**src/hw/rtl/hre_pkg.sv**
```systemverilog
package hre_pkg;

  typedef struct packed {
    logic [7:0]  data_byte;
    logic [15:0] remaining_length;
  } in_item_t;

  typedef struct packed {
    logic [7:0] out_char;
    logic       last_of_run;
    logic       record_end;
    logic [7:0] record_length;
  } out_item_t;

  localparam logic [7:0] CHAR_COLON = 8'h3A;
  localparam logic [7:0] CHAR_ZERO  = 8'h30;
  localparam logic [7:0] CHAR_SIX   = 8'h36;
  localparam logic [7:0] CHAR_CR    = 8'h0D;
  localparam logic [7:0] CHAR_LF    = 8'h0A;
  localparam logic [7:0] TYPE_SEED  = 8'd6;

  typedef logic [3:0] pos_t;

  localparam pos_t POS_COLON  = 4'd0;
  localparam pos_t POS_LEN_HI = 4'd1;
  localparam pos_t POS_LEN_LO = 4'd2;
  localparam pos_t POS_ADDR0  = 4'd3;
  localparam pos_t POS_ADDR1  = 4'd4;
  localparam pos_t POS_ADDR2  = 4'd5;
  localparam pos_t POS_ADDR3  = 4'd6;
  localparam pos_t POS_TYPE_HI = 4'd7;
  localparam pos_t POS_TYPE_LO = 4'd8;
  localparam pos_t POS_DAT_HI = 4'd9;
  localparam pos_t POS_DAT_LO = 4'd10;
  localparam pos_t POS_CS_HI  = 4'd11;
  localparam pos_t POS_CS_LO  = 4'd12;
  localparam pos_t POS_CR     = 4'd13;
  localparam pos_t POS_LF     = 4'd14;

  function automatic logic [7:0] hex_char(input logic [3:0] nib);
    logic [7:0] c;
    if (nib < 4'd10) begin
      c = 8'h30 + {4'd0, nib};
    end else begin
      c = 8'h37 + {4'd0, nib};
    end
    return c;
  endfunction

endpackage

```
**src/hw/rtl/hex_record_encoder_top.sv**
```systemverilog
// Intel-HEX style record encoder (type 06, address 0000).
// Input channel item_valid/item_ready carries one transaction per payload
// byte; remaining_length is sampled only when no record is open and clamped
// to MAX_RECORD_BYTES. Output channel result_valid/result_ready carries one
// ASCII character per transaction.
// A transaction opening a record yields ':', length, "0000", "06" (9 chars)
// and, unless the length is zero, its two data characters. Every byte after
// that yields two characters. The byte closing the record (or an empty
// record) adds checksum, CR and LF. last_of_run marks the final character of
// each input transaction, record_end the closing LF.
// The first character passes through the run register and then the output
// register. Throughput is set by the single character output port: one
// character per cycle while the receiver does not stall.
// The next input transaction is accepted in the cycle its predecessor's last
// character moves into the output register, so no bubbles occur.
// Reset clears the record state and empties both pipeline registers. When
// the receiver stalls, the output register holds and the input side stalls
// once the one-transaction run register is full.
module hex_record_encoder_top #(
  parameter int MAX_RECORD_BYTES = 16
) (
  input  logic               clk,
  input  logic               rst,
  input  logic               item_valid,
  output logic               item_ready,
  input  hre_pkg::in_item_t  item,
  output logic               result_valid,
  input  logic               result_ready,
  output hre_pkg::out_item_t result
);

  localparam logic [15:0] MAX_LEN16 = 16'(MAX_RECORD_BYTES);
  localparam logic [7:0]  MAX_LEN8  = 8'(MAX_RECORD_BYTES);

  logic       in_record;
  logic [7:0] bytes_left;
  logic [7:0] running_sum;
  logic [7:0] held_length;

  logic          run_valid;
  hre_pkg::pos_t pos;
  hre_pkg::pos_t end_pos;
  logic          has_data;
  logic [7:0]    run_length;
  logic [7:0]    run_data;
  logic [7:0]    run_cs;

  logic accept;
  logic out_load;
  logic run_done;

  logic          in_record_next;
  logic [7:0]    bytes_left_next;
  logic [7:0]    running_sum_next;
  logic [7:0]    held_length_next;
  hre_pkg::pos_t start_pos_next;
  hre_pkg::pos_t end_pos_next;
  logic          has_data_next;

  logic [7:0] clamp_len;
  logic [7:0] sum_base;
  logic [7:0] left_base;

  logic [7:0]    cur_char;
  hre_pkg::pos_t pos_adv;

  assign out_load   = !result_valid || result_ready;
  assign run_done   = run_valid && out_load && (pos == end_pos);
  assign item_ready = !run_valid || run_done;
  assign accept     = item_valid && item_ready;

  always_comb begin
    clamp_len = (item.remaining_length < MAX_LEN16) ? item.remaining_length[7:0] : MAX_LEN8;
    if (!in_record) begin
      held_length_next = clamp_len;
      sum_base         = clamp_len + hre_pkg::TYPE_SEED;
      left_base        = clamp_len;
      start_pos_next   = hre_pkg::POS_COLON;
    end else begin
      held_length_next = held_length;
      sum_base         = running_sum;
      left_base        = bytes_left;
      start_pos_next   = hre_pkg::POS_DAT_HI;
    end
    if (left_base == 8'd0) begin
      has_data_next    = 1'b0;
      running_sum_next = sum_base;
      bytes_left_next  = 8'd0;
    end else begin
      has_data_next    = 1'b1;
      running_sum_next = sum_base + item.data_byte;
      bytes_left_next  = left_base - 8'd1;
    end
    in_record_next = (bytes_left_next != 8'd0);
    end_pos_next   = in_record_next ? hre_pkg::POS_DAT_LO : hre_pkg::POS_LF;
  end

  always_comb begin
    unique case (pos)
      hre_pkg::POS_COLON:   cur_char = hre_pkg::CHAR_COLON;
      hre_pkg::POS_LEN_HI:  cur_char = hre_pkg::hex_char(run_length[7:4]);
      hre_pkg::POS_LEN_LO:  cur_char = hre_pkg::hex_char(run_length[3:0]);
      hre_pkg::POS_ADDR0,
      hre_pkg::POS_ADDR1,
      hre_pkg::POS_ADDR2,
      hre_pkg::POS_ADDR3,
      hre_pkg::POS_TYPE_HI: cur_char = hre_pkg::CHAR_ZERO;
      hre_pkg::POS_TYPE_LO: cur_char = hre_pkg::CHAR_SIX;
      hre_pkg::POS_DAT_HI:  cur_char = hre_pkg::hex_char(run_data[7:4]);
      hre_pkg::POS_DAT_LO:  cur_char = hre_pkg::hex_char(run_data[3:0]);
      hre_pkg::POS_CS_HI:   cur_char = hre_pkg::hex_char(run_cs[7:4]);
      hre_pkg::POS_CS_LO:   cur_char = hre_pkg::hex_char(run_cs[3:0]);
      hre_pkg::POS_CR:      cur_char = hre_pkg::CHAR_CR;
      default:              cur_char = hre_pkg::CHAR_LF;
    endcase
    if (pos == hre_pkg::POS_TYPE_LO && !has_data) begin
      pos_adv = hre_pkg::POS_CS_HI;
    end else begin
      pos_adv = pos + 4'd1;
    end
  end

  always_ff @(posedge clk) begin
    if (rst) begin
      in_record    <= 1'b0;
      bytes_left   <= 8'd0;
      running_sum  <= 8'd0;
      held_length  <= 8'd0;
      run_valid    <= 1'b0;
      result_valid <= 1'b0;
    end else begin
      if (accept) begin
        in_record   <= in_record_next;
        bytes_left  <= bytes_left_next;
        running_sum <= running_sum_next;
        held_length <= held_length_next;
        run_valid   <= 1'b1;
      end else if (run_done) begin
        run_valid <= 1'b0;
      end
      if (out_load) begin
        result_valid <= run_valid;
      end
    end
  end

  always_ff @(posedge clk) begin
    if (accept) begin
      pos        <= start_pos_next;
      end_pos    <= end_pos_next;
      has_data   <= has_data_next;
      run_length <= held_length_next;
      run_data   <= item.data_byte;
      run_cs     <= 8'd0 - running_sum_next;
    end else if (run_valid && out_load && (pos != end_pos)) begin
      pos <= pos_adv;
    end
    if (out_load && run_valid) begin
      result.out_char      <= cur_char;
      result.last_of_run   <= (pos == end_pos);
      result.record_end    <= (pos == hre_pkg::POS_LF);
      result.record_length <= run_length;
    end
  end

endmodule

```
**config.mk**
```make
export PLATFORM = sky130hd
export DESIGN_NAME = hex_record_encoder_top
export DESIGN_NICKNAME = d
export VERILOG_FILES = /design/src/hw/rtl/hre_pkg.sv /design/src/hw/rtl/hex_record_encoder_top.sv
export SDC_FILE = /design/constraint.sdc
export NUM_CORES = 1
export LEC_CHECK = 0
export BUFFER_PORTS_ARGS = -buffer_cell sky130_fd_sc_hd__buf_2
export CORE_UTILIZATION = 27
export DETAILED_ROUTE_END_ITERATION = 16
export GPL_TIMING_DRIVEN = 0
export PLACE_DENSITY = 0.44
export SYNTH_ARGS = -nofsm -noshare
export SYNTH_HDL_FRONTEND = slang
export SYNTH_SLANG_ARGS = --single-unit
```
**constraint.sdc**
```tcl
create_clock -name clk -period 6.2 [get_ports clk]
set_input_delay 1.55 -clock clk [delete_from_list [all_inputs] [get_ports clk]]
set_output_delay 1.55 -clock clk [all_outputs]
set_load 0.02 [all_outputs]
```
Word-level counts from Yosys, hierarchy flattened:

Index checks and enable logic that the tools add are counted.

* reduce and logical (&&, ||, !) cells: 16
* mux-type cells: 21
* eq/ne operators: 16
* add/sub/neg operators: 17
* order comparisons: 7

Operators with widths (count)
* $add 6x4->7 const A: 12
* $pmux 7 s10: 1
* $mux 8: 6
* $mux 7: 6
* $eq 4x4->1 const B: 7
* $lt 4x4->1 const B: 6
* $eq 4x3->1 const B: 4
* $lt 16x5->1 const B: 1
* $mux 4: 4
* $add 8x3->8 const B: 1
* $add 8x8->8: 1
* $eq 4x2->1 const B: 2
* $logic_not 8->1: 1
* $reduce_bool 8->1: 1
* $sub 1x8->8 const A: 1
* $sub 8x1->8 const B: 1
* $logic_and 1x1->1: 5
* $reduce_or 5->1: 1
* $add 4x1->4 const B: 1
* $eq 4x1->1 const B: 1
* $eq 4x4->1: 1
* $logic_not 4->1: 1
* $ne 4x4->1: 1
* $reduce_bool 2->1: 2
* 4 further kinds: 9

* register bits: 78
* output and inout port bits: 20
* input port bits: 28

Logic depth before layout (Yosys ltp):

Gate-level depths: netlist of run 1.

* depth after elaboration: 7
* gate-level depth with buffers: 15
* mapped depth without buffers: 15

Worst setup path after synthesis of run 1:

OpenSTA, ideal clock, no wires.

* path kind: input port to flip-flop
* start: in item[6] in the netlist's numbering
* end: reg run_cs[7], data pin
* path buffers: 0
* cell stages on the path: 15
* setup slack: 1.121 ns
* required time: 5.937 ns
* arrival time: 4.817 ns
* setup time: 0.263 ns
* cell sequence: or4_4 > nor3_2 > nand2_1 > ha_1 > nor2b_1 > a221o_1 > a211oi_1 > ha_1 > nand3_1 > o2111ai_1 > xor2_1 > a2111oi_0 > a31o_2 > o2111ai_1 > xnor2_1

* cells in the longest elaborated chain, start to end: 7
* elaborated cells between the ends (all ways): 9

Ends and longest elaborated chain
* from (decl): RTL line hex_record_encoder_top.sv:26 `input hre_pkg::in_item_t item,`
* $lt 16x5->1: RTL line hex_record_encoder_top.sv:73 `clamp_len = (item.remaining_length < MAX_LEN16) ? item.remaining_length[7:0] : MAX_LEN8;`
* $mux 8 *: RTL line hex_record_encoder_top.sv:73
* $add 8x3->8: RTL line hex_record_encoder_top.sv:76 `sum_base = clamp_len + hre_pkg::TYPE_SEED;`
* $mux 8: RTL line hex_record_encoder_top.sv:74 `if (!in_record) begin`
* $add 8x8->8: RTL line hex_record_encoder_top.sv:91 `running_sum_next = sum_base + item.data_byte;`
* $mux 8 *: RTL line hex_record_encoder_top.sv:85 `if (left_base == 8'd0) begin`
* $sub 1x8->8 *: RTL line hex_record_encoder_top.sv:154 `run_cs <= 8'd0 - running_sum_next;`
* to (signal assigned): RTL line hex_record_encoder_top.sv:154
* to (decl): RTL line hex_record_encoder_top.sv:46 `logic [7:0] run_cs;`

Mark *: on every way between the ends. The rest lies on a longest branch, timed or not.
A chain may end at the register's enable or synchronous reset.

Final worst setup path of run 1:

Same ends and word-level chain as after synthesis.

==> flow_summary.ini, run 1 <==
[placement]
dpl-instance-area_um2 = 4970
dpl.hpwl_um = 9330
dpl_worst_slack_ns = 0.244
io_buffers = 46
gp_congestion = 0.851

[global_routing]
grt.met3_usage = 0.0366
antenna_found_initial = 0
busiest_layer = met2
use_met2 = 0.244
grt_pass1_wl_um = 19300
grt_overflow = 0
grt_pass1_vias = 3648
grt.total_usage = 0.150
use_met1 = 0.186
grt_max_degree = 36

[routing]
vias = 3775
drtPass1Iterations = 4
wl_um = 12100
ant_nets = 0
drc_errors = 0
wire_per_inst_um = 15.9
drt_iter0_drc = 268
vias_per_cell = 4.95

[pwr]
switching_share = 0.318
p_seq_frac = 0.401
switchingPower_mw = 0.492
p_clk_frac = 0.343
p_leak_nw = 1.98
p_int_mw = 1.06
power.density_nw_per_um2 = 293
pwr-share-comb = 0.256
ir_worst_vdd_mv = 0.146
p_total_mw = 1.55

[cells_and_area]
fin_util = 0.330
fill_cells = 1680
area_growth_pct = 18.1
diodes = 0
stdcell_area_um2 = 5280
drive_gt1_frac = 0.150
nNetsFinal = 591

[yosys]
syn_avg_cell_area_um2 = 9.21
synth_edf_count = 47
syn_area_um2 = 4470
synth_top_family_by_area = compound AO/OA/AOI/OAI gates
synth_cell_types = 66
synth_xor_area_frac = 0.0470
synth-simple-area-share = 0.195
ys_warn_count = 0
synthMuxAreaShare = 0.0137
synth_ff_type = edfxtp_1
ys_seq_area_frac = 0.437
ys_seq_elements = 74
syn_nets = 534
ys_async_sr_fraction = 0
synth-compound-area-share = 0.200
synth_fa_ha_area_frac = 0.0605
syn_inst = 485

[sta]
fin_setup_tns_ns = 0
grt_setup_unrepaired = false
fin_crit_ns = 5.59
clock.fmax_mhz = 179
tightest_slew_ns = 0.909
slew_violations = 0
final-hold-violation-count = 0
fin_ws_ns = 0.606
fin_skew_ns = 0.00652
setup_violations = 0
fin_crit_sh = 0.902
slew_headroom = 0.391

[floorplanning]
die_h_um = 131
coreArea_um2 = 16000
rows = 46
die-area_um2 = 17100
boundaryPins = 48
die_x_um = 131
start_util = 0.279

[worst_setup_path]
cp_slowest_cell = or4_4
crit_path_max_incr_delay_ns = 0.57
reg2reg_from = in_record
start_kind = input pin
reg2regPathDepth = 15
critPathKind = input pin to flop
crit_path_max_fanout = 5
r2r_end = run_cs[6]
worstPathArrival_ns = 5.68
worst-r2r-setup-slack_ns = 1.94
worstSetupEndpointType = flop
cp.required_ns = 6.28
worstPathCellList = buf_2 -> or4_4 -> nor3_2 -> nand2_1 -> ha_1 -> nor2b_1 -> a221o_1 -> a211oi_1 -> ha_1 -> nand3_1 -> o2111ai_1 -> xor2_1 -> a2111oi_0 -> a31o_2 -> o2111ai_1 -> xnor2_1

[run]
maxCapViolations = 0

[hold_path]
min_path_type = flop to flop
hold_depth = 2
min-delay-start = held_length[4]
min_to = held_length[4]

[cts]
ctsResizeCount = 0
cts_tree = built
clkLatencyLatePin_ns = 0.34
ctsLongestPathBuffers = 2
cts_made_buffers = 9
cts_max_level = 3
cts_num_sinks = 74
postCtsSetupBuffers = 0
cts_hold_buffers = 0
cts_root_buffer = clkbuf_16
clkTransAtPathRegs_ns = 0.06

[status]
status = finished, final reports clean
[per-layer routing]
layer  up-vias  routed length [µm]
li1       1888                   -
met1      1771                5530
met2        89                5640
met3        27                 492
met4         0                 449
met5         -                   0
[per-stage QoR]
step	std cells	hold slack, ns
global route	763	0.474
global placement	747	0.437
floorplan	485	0.421
detailed placement	747	0.445
CTS	763	0.458
finish	763	0.459
[cell type report]
type	count	area [µm²]	share of cell area
Multi-Input combinational cell	358	2310	0.438
Sequential cell	74	1950	0.370
Tap cell	216	270	0.0512
Clock buffer	10	239	0.0453
Timing Repair Buffer	46	230	0.0436
Inverter	33	124	0.0235
Buffer	20	82.6	0.0157
Clock inverter	6	65.1	0.0123
[cell usage after synthesis (11+ instances only)]
master | instances | area share
a21oi_1 | 32 | 0.036
clkbuf_1 | 15 | 0.013
dfxtp_1 | 27 | 0.12
edfxtp_1 | 47 | 0.32
ha_1 | 20 | 0.056
inv_1 | 31 | 0.026
nand2_1 | 54 | 0.045
nor2_1 | 46 | 0.039
nor3_1 | 11 | 0.012
o21ai_0 | 33 | 0.037
xnor2_1 | 16 | 0.031
[critical path, delay by kind of cell]
family / cells / cell delay (ns)
buf+inv: 1 / 0.11
compound gates: 6 / 1.73
xor+xnor: 2 / 0.38
fa+ha+maj: 2 / 0.63
simple gates: 5 / 1.27
[state kept, by name, summed over array words and instances, names as in the netlist]
register / flops
run_length: 8
bytes_left: 8
in_record: 1
result_valid: 1
pos: 4
run_data: 8
end_pos: 1
held_length: 8
run_valid: 1
run_cs: 8
running_sum: 8
result: 17
has_data: 1
[kinds of logic (layout without fill, tap and decap cells)]
family	count (synthesis)	after routing
other	1	1
muxes	6	6
adders and majority gates	21	21
and+or+nand+nor	174	174
DFF	74	74
buffers and inverters	53	115
AOI/OAI and AO/OA	132	132
xor gates and xnor gates	24	24
[power by group through the flow]
stage	clock (mW)	sequential [mW]	combinational, mW
finish	0.530	0.621	0.396
global route	0.566	0.629	0.441
CTS	0.547	0.621	0.398
detailed placement	0	0.632	0.395
global placement	0	0.632	0.394
floorplan	0	0.642	0.263
[layout by cell type, fill, tap and decap left out, types with 5 or more instances in the layout]
cell type / synthesis / layout
a22o_1: 5 / 5
nand4_1: 5 / 5
nor4_1: 7 / 7
nor2_1: 46 / 46
a21oi_1: 32 / 32
o22ai_1: 6 / 6
nor2b_1: 9 / 8
nand3_1: 9 / 9
xor2_1: 8 / 8
a211oi_1: 9 / 9
clkbuf_1: 15 / 15
nand2_1: 54 / 54
dfxtp_1: 27 / 27
and2_1: 9 / 9
o21ai_0: 33 / 33
clkbuf_16: 0 / 9
a22oi_1: 7 / 7
mux2i_1: 5 / 5
a32oi_1: 6 / 6
xnor2_1: 16 / 16
inv_1: 31 / 31
nor3_1: 11 / 11
buf_2: 2 / 49
ha_1: 20 / 20
edfxtp_1: 47 / 47
[worst max-delay path by stage]
stage	startpoint	to	slack, ns	depth (start not counted)
2_1_floorplan	item[6]	run_cs[7]	1.12	15
3_3_place_gp	item[6]	run_cs[7]	0.26	16
3_5_place_dp	item[6]	run_cs[7]	0.24	16
4_1_cts	item[6]	run_cs[7]	0.56	16
5_1_grt	item[6]	run_cs[7]	0.33	16
6_report	item[6]	run_cs[7]	0.61	16
(Power assumes the default switching activity.)
==> run 2, diff against run 1 <==
PLACE_DENSITY = 0.45   (was 0.44)
clock period = 5 ns   (was 6.2 ns; I/O delays follow)
==> flow_summary.ini, run 2 (same netlist as run 1, synthesis figures left out) <==
[pwr]
switchingPower_mw = 0.614
pwr-share-comb = 0.259
switching_share = 0.321
p_seq_frac = 0.403
ir_worst_vdd_mv = 0.199
p_int_mw = 1.30
p_clk_frac = 0.338
power.density_nw_per_um2 = 357
p_leak_nw = 2.04

[sta]
grt_setup_unrepaired = false
slew_headroom = 0.400
clock.fmax_mhz = 209
final-hold-violation-count = 0
slew_violations = 0
fin_crit_sh = 0.958
fin_crit_ns = 4.79
hold_ws_ns = 0.452
fin_ws_ns = 0.210
fin_skew_ns = 0.00503
tightest_slew_ns = 0.895
setup_violations = 0

[floorplanning]
rows = 46
die-area_um2 = 17100
die_h_um = 131
start_util = 0.279
boundaryPins = 48
die_x_um = 131
coreArea_um2 = 16000

[cts]
cts_root_buffer = clkbuf_16
cts_hold_buffers = 0
clkTransAtPathRegs_ns = 0.06
cts_max_level = 3
cts_num_sinks = 74
ctsLongestPathBuffers = 2
cts_tree = built
clkLatencyLatePin_ns = 0.34
cts_made_buffers = 9

[cells_and_area]
layoutNonFillerInstCount = 767
nNetsFinal = 595
area_growth_pct = 19.9
largest_reg_flops = 17
mostFrequentLayoutCell = nand2_1
mostFrequentLayoutCells = nand2_1, buf_2, edfxtp_1
drive_gt1_frac = 0.165
diodes = 0
fill_cells = 1691
top_register = result
multi_input_area_um2 = 2370
ff_latch_area_um2 = 1950

[run]
maxCapViolations = 0

[global_routing]
grt_max_degree = 36
antenna_found_initial = 0
grt_pass1_wl_um = 19700
grt_overflow = 0
grt.total_usage = 0.153
grt_pass1_vias = 3838

[worst_setup_path]
critPathKind = input pin to flop
path_common_cell = o2111ai_1
crit_path_end = run_cs[7]
r2r_end = run_cs[6]
worstPathCellList = buf_2 -> or4_4 -> nor3_4 -> nand2_1 -> ha_1 -> or3b_2 -> nor4_4 -> a211oi_4 -> ha_4 -> nand3_1 -> o2111ai_1 -> xor2_1 -> a2111oi_2 -> a31o_2 -> o2111ai_1 -> xnor2_1
cp.required_ns = 5.09
worstSetupEndpointType = flop
reg2regPathDepth = 14
startpoint = item[6]
worstPathArrival_ns = 4.88
worst-r2r-setup-slack_ns = 0.77
crit_path_max_fanout = 5
cp_top_family = simple AND/OR/NAND/NOR gates
crit_cells = 16
reg2reg_from = in_record
start_kind = input pin
cp_slowest_cell = or4_4
path_buf_inv = 1
crit_path_max_incr_delay_ns = 0.59

[placement]
dpl.hpwl_um = 9350
io_buffers = 46
dp_cells = 747
gp_congestion = 0.851
dpl_worst_slack_ns = -0.569

[routing]
ant_nets = 0
drt_iter0_drc = 232
drtPass1Iterations = 4
wl_um = 12200
vias = 3785
wire_per_inst_um = 15.9
vias_per_cell = 4.93
drc_errors = 0

[hold_path]
min_path_type = flop to flop

[status]
status = finished, final reports clean
run 2: per-layer routing:
| metal | part of all wire | up-vias | global-route usage |
|---|---|---|---|
| met4 | 0.029 | 0 | 0.0663 |
| met3 | 0.032 | 24 | 0.0407 |
| met1 | 0.47 | 1786 | 0.186 |
| met2 | 0.47 | 73 | 0.256 |
| met5 | 0 | - | 0 |
| li1 | - | 1902 | - |
run 2: layout make-up:
type	instances	share of cell area
multi-input cells	358	0.443
flip-flops and latches	74	0.364
well taps	216	0.0505
repair buffers	50	0.0486
clock buffers	9	0.0420
inverters	33	0.0231
plain buffers	20	0.0154
clock inverters	7	0.0128
run 2: worst min-delay path by stage:
stage	start	to	slack, ns	cells after the start
2_1_floorplan	held_length[5]	held_length[5]	0.42	1
3_3_place_gp	held_length[6]	held_length[6]	0.44	1
3_5_place_dp	held_length[5]	held_length[5]	0.44	1
4_1_cts	held_length[4]	held_length[4]	0.46	2
5_1_grt	held_length[6]	held_length[6]	0.47	1
6_report	held_length[5]	held_length[5]	0.45	1
run 2: repair_timing:
item                                    4_1_cts  5_1_grt
pin swaps                                     0        1
resized for setup                             4        5
endpoints found under the setup margin        3        3
buffers inserted                              0        4
run 2: worst register-to-register path: cells and delay by family, from the launching register on:
kind | cells | cell delay, ns
multiplexers | 1 | 0.44
XOR/XNOR | 1 | 0.17
adder cells (fa/ha/maj) | 2 | 0.52
AO/OA/AOI/OAI | 2 | 0.54
buffers and inverters | 6 | 1.58
flip-flops | 1 | 0.29
AND/OR/NAND/NOR | 2 | 0.42
run 2: stage by stage:
stage	utilization	total power [mW]	area [µm²]	TNS (ns)
floorplan	-	1.12	4470	0
global placement	0.311	1.27	4970	-2.26
detailed placement	0.311	1.27	4970	-2.29
CTS	0.330	1.93	5290	0
global route	0.335	2.02	5360	0
finish	0.335	1.91	5360	0
run 2: power by group through the flow:
stage	Combinational [mW]	Clock, mW	Sequential [mW]
final	0.495	0.645	0.770
after global routing	0.557	0.684	0.779
after CTS	0.493	0.662	0.771
after detailed placement	0.488	0	0.784
after global placement	0.487	0	0.783
after floorplan	0.326	0	0.796
==> run 3, diff against run 2 <==
CORE_MARGIN = 1.5   (was unset)
==> flow_summary.ini, run 3 (same netlist as run 1, synthesis figures left out) <==
[sta]
tightest_slew_ns = 0.886
fin_crit_sh = 0.962
slew_headroom = 0.407
fin_setup_tns_ns = 0
setup_violations = 0
clock.fmax_mhz = 208
slew_violations = 0
final-hold-violation-count = 0
fin_ws_ns = 0.189
fin_crit_ns = 4.81
grt_setup_unrepaired = false
fin_skew_ns = 0.00798

[floorplanning]
boundaryPins = 48
die-area_um2 = 17300
coreArea_um2 = 16000
start_util = 0.279
die_h_um = 132
rows = 46
die_x_um = 132

[worst_setup_path]
cp.required_ns = 5.09
start_kind = input pin
worstPathArrival_ns = 4.90
crit_path_max_fanout = 5
critPathKind = input pin to flop
worstSetupEndpointType = flop

[cells_and_area]
mostFrequentLayoutCells = nand2_1, buf_2, edfxtp_1
fill_cells = 1726
mostFrequentLayoutCell = nand2_1
top_register = result
diodes = 0
nNetsFinal = 601
fin_util = 0.339
stdcell_area_um2 = 5420
drive_gt1_frac = 0.185
area_growth_pct = 21.2
largest_reg_flops = 17

[routing]
wl_um = 12500
wire_per_inst_um = 16.1
ant_nets = 0
vias_per_cell = 5.02
drt_iter0_drc = 255
drtPass1Iterations = 5
vias = 3881
drc_errors = 0

[pwr]
power.density_nw_per_um2 = 351
pwr-share-comb = 0.270
p_leak_nw = 2.07
ir_worst_vdd_mv = 0.171
p_seq_frac = 0.406
p_int_mw = 1.27
switchingPower_mw = 0.631
p_clk_frac = 0.325
switching_share = 0.332

[cts]
clkLatencyLatePin_ns = 0.35
cts_num_sinks = 74
ctsLongestPathBuffers = 2
cts_root_buffer = clkbuf_16
clkTransAtPathRegs_ns = 0.06
cts_made_buffers = 9
cts_max_level = 3
cts_tree = built
cts_hold_buffers = 0

[global_routing]
grt.total_usage = 0.146
grt_max_degree = 36
antenna_found_initial = 0
grt_pass1_vias = 3818
grt_overflow = 0
grt_pass1_wl_um = 20000

[placement]
io_buffers = 46
dpl.hpwl_um = 9460
dpl_worst_slack_ns = -0.610
dpl-instance-area_um2 = 4970
gp_congestion = 0.867

[run]
maxCapViolations = 0

[status]
status = finished, final reports clean

[hold_path]
min_path_type = flop to flop
==> run 3: cell count changes in the layout (fill, tap and decap cells not counted), sizes merged <==
cell,previous run,this run
buf,55,61
clkinvlp,1,2
inv,33,32
bufinv,1,0
clkbuf,24,25
==> run 3: stage by stage <==
stage	std cells	hold slack [ns]	power, mW
after floorplan	485	0.421	1.12
final	773	0.447	1.90
after global routing	773	0.463	2.00
after CTS	763	0.449	1.90
after detailed placement	747	0.434	1.28
after global placement	747	0.437	1.28
==> run 3: path summary, 6_finish.rpt <==
check / start / endpoint / slack, ns / cells after the start
max reg2reg: in_record / run_cs[4] / 0.74 / 14
min reg2reg: run_length[4] / result[4] / 0.45 / 0
min: run_length[4] / result[4] / 0.45 / 0
max: item[8] / run_cs[7] / 0.19 / 16
==> run 3: repair_timing <==
item,CTS,global route
endpoints found under the setup margin,3,4
gates resized for setup,4,11
setup buffers,0,10
pin swaps,0,10
==> run 3: worst max-delay path, cell delays in order <==
cell	delay (ns)
buf_2	0.11
or4_4	0.56
nor3_4	0.22
nand2_1	0.09
ha_2	0.20
nor2b_1	0.16
a221o_1	0.40
a211oi_4	0.36
ha_4	0.28
nand3_1	0.11
o2111ai_2	0.16
xor2_2	0.22
a2111oi_2	0.31
a31o_2	0.18
o2111ai_2	0.13
xnor2_1	0.16
==> run 3: final cells by class <==
cell class,instances,area [µm²],area share
well taps,216,270,0.0499
clock buffers,10,239,0.0441
multi-input cells,358,2400,0.443
flip-flops and latches,74,1950,0.360
inverters,33,124,0.0229
repair buffers,56,305,0.0564
clock inverters,6,42.5,0.00785
plain buffers,20,82.6,0.0152
==> run 3: power groups by stage <==
stage / logic [mW] / registers (mW) / clock network [mW]
after floorplan: 0.326 / 0.796 / 0
after global placement: 0.493 / 0.783 / 0
after detailed placement: 0.493 / 0.784 / 0
after CTS: 0.499 / 0.771 / 0.631
after global routing: 0.568 / 0.780 / 0.648
final: 0.512 / 0.771 / 0.617
==> run 3: per-layer routing <==
layer | vias up | part of all wire | global-route usage
met1 | 1848 | 0.46 | 0.182
met5 | - | 0 | 0
li1 | 1914 | - | -
met3 | 22 | 0.036 | 0.0251
met2 | 97 | 0.48 | 0.243
met4 | 0 | 0.026 | 0.0710
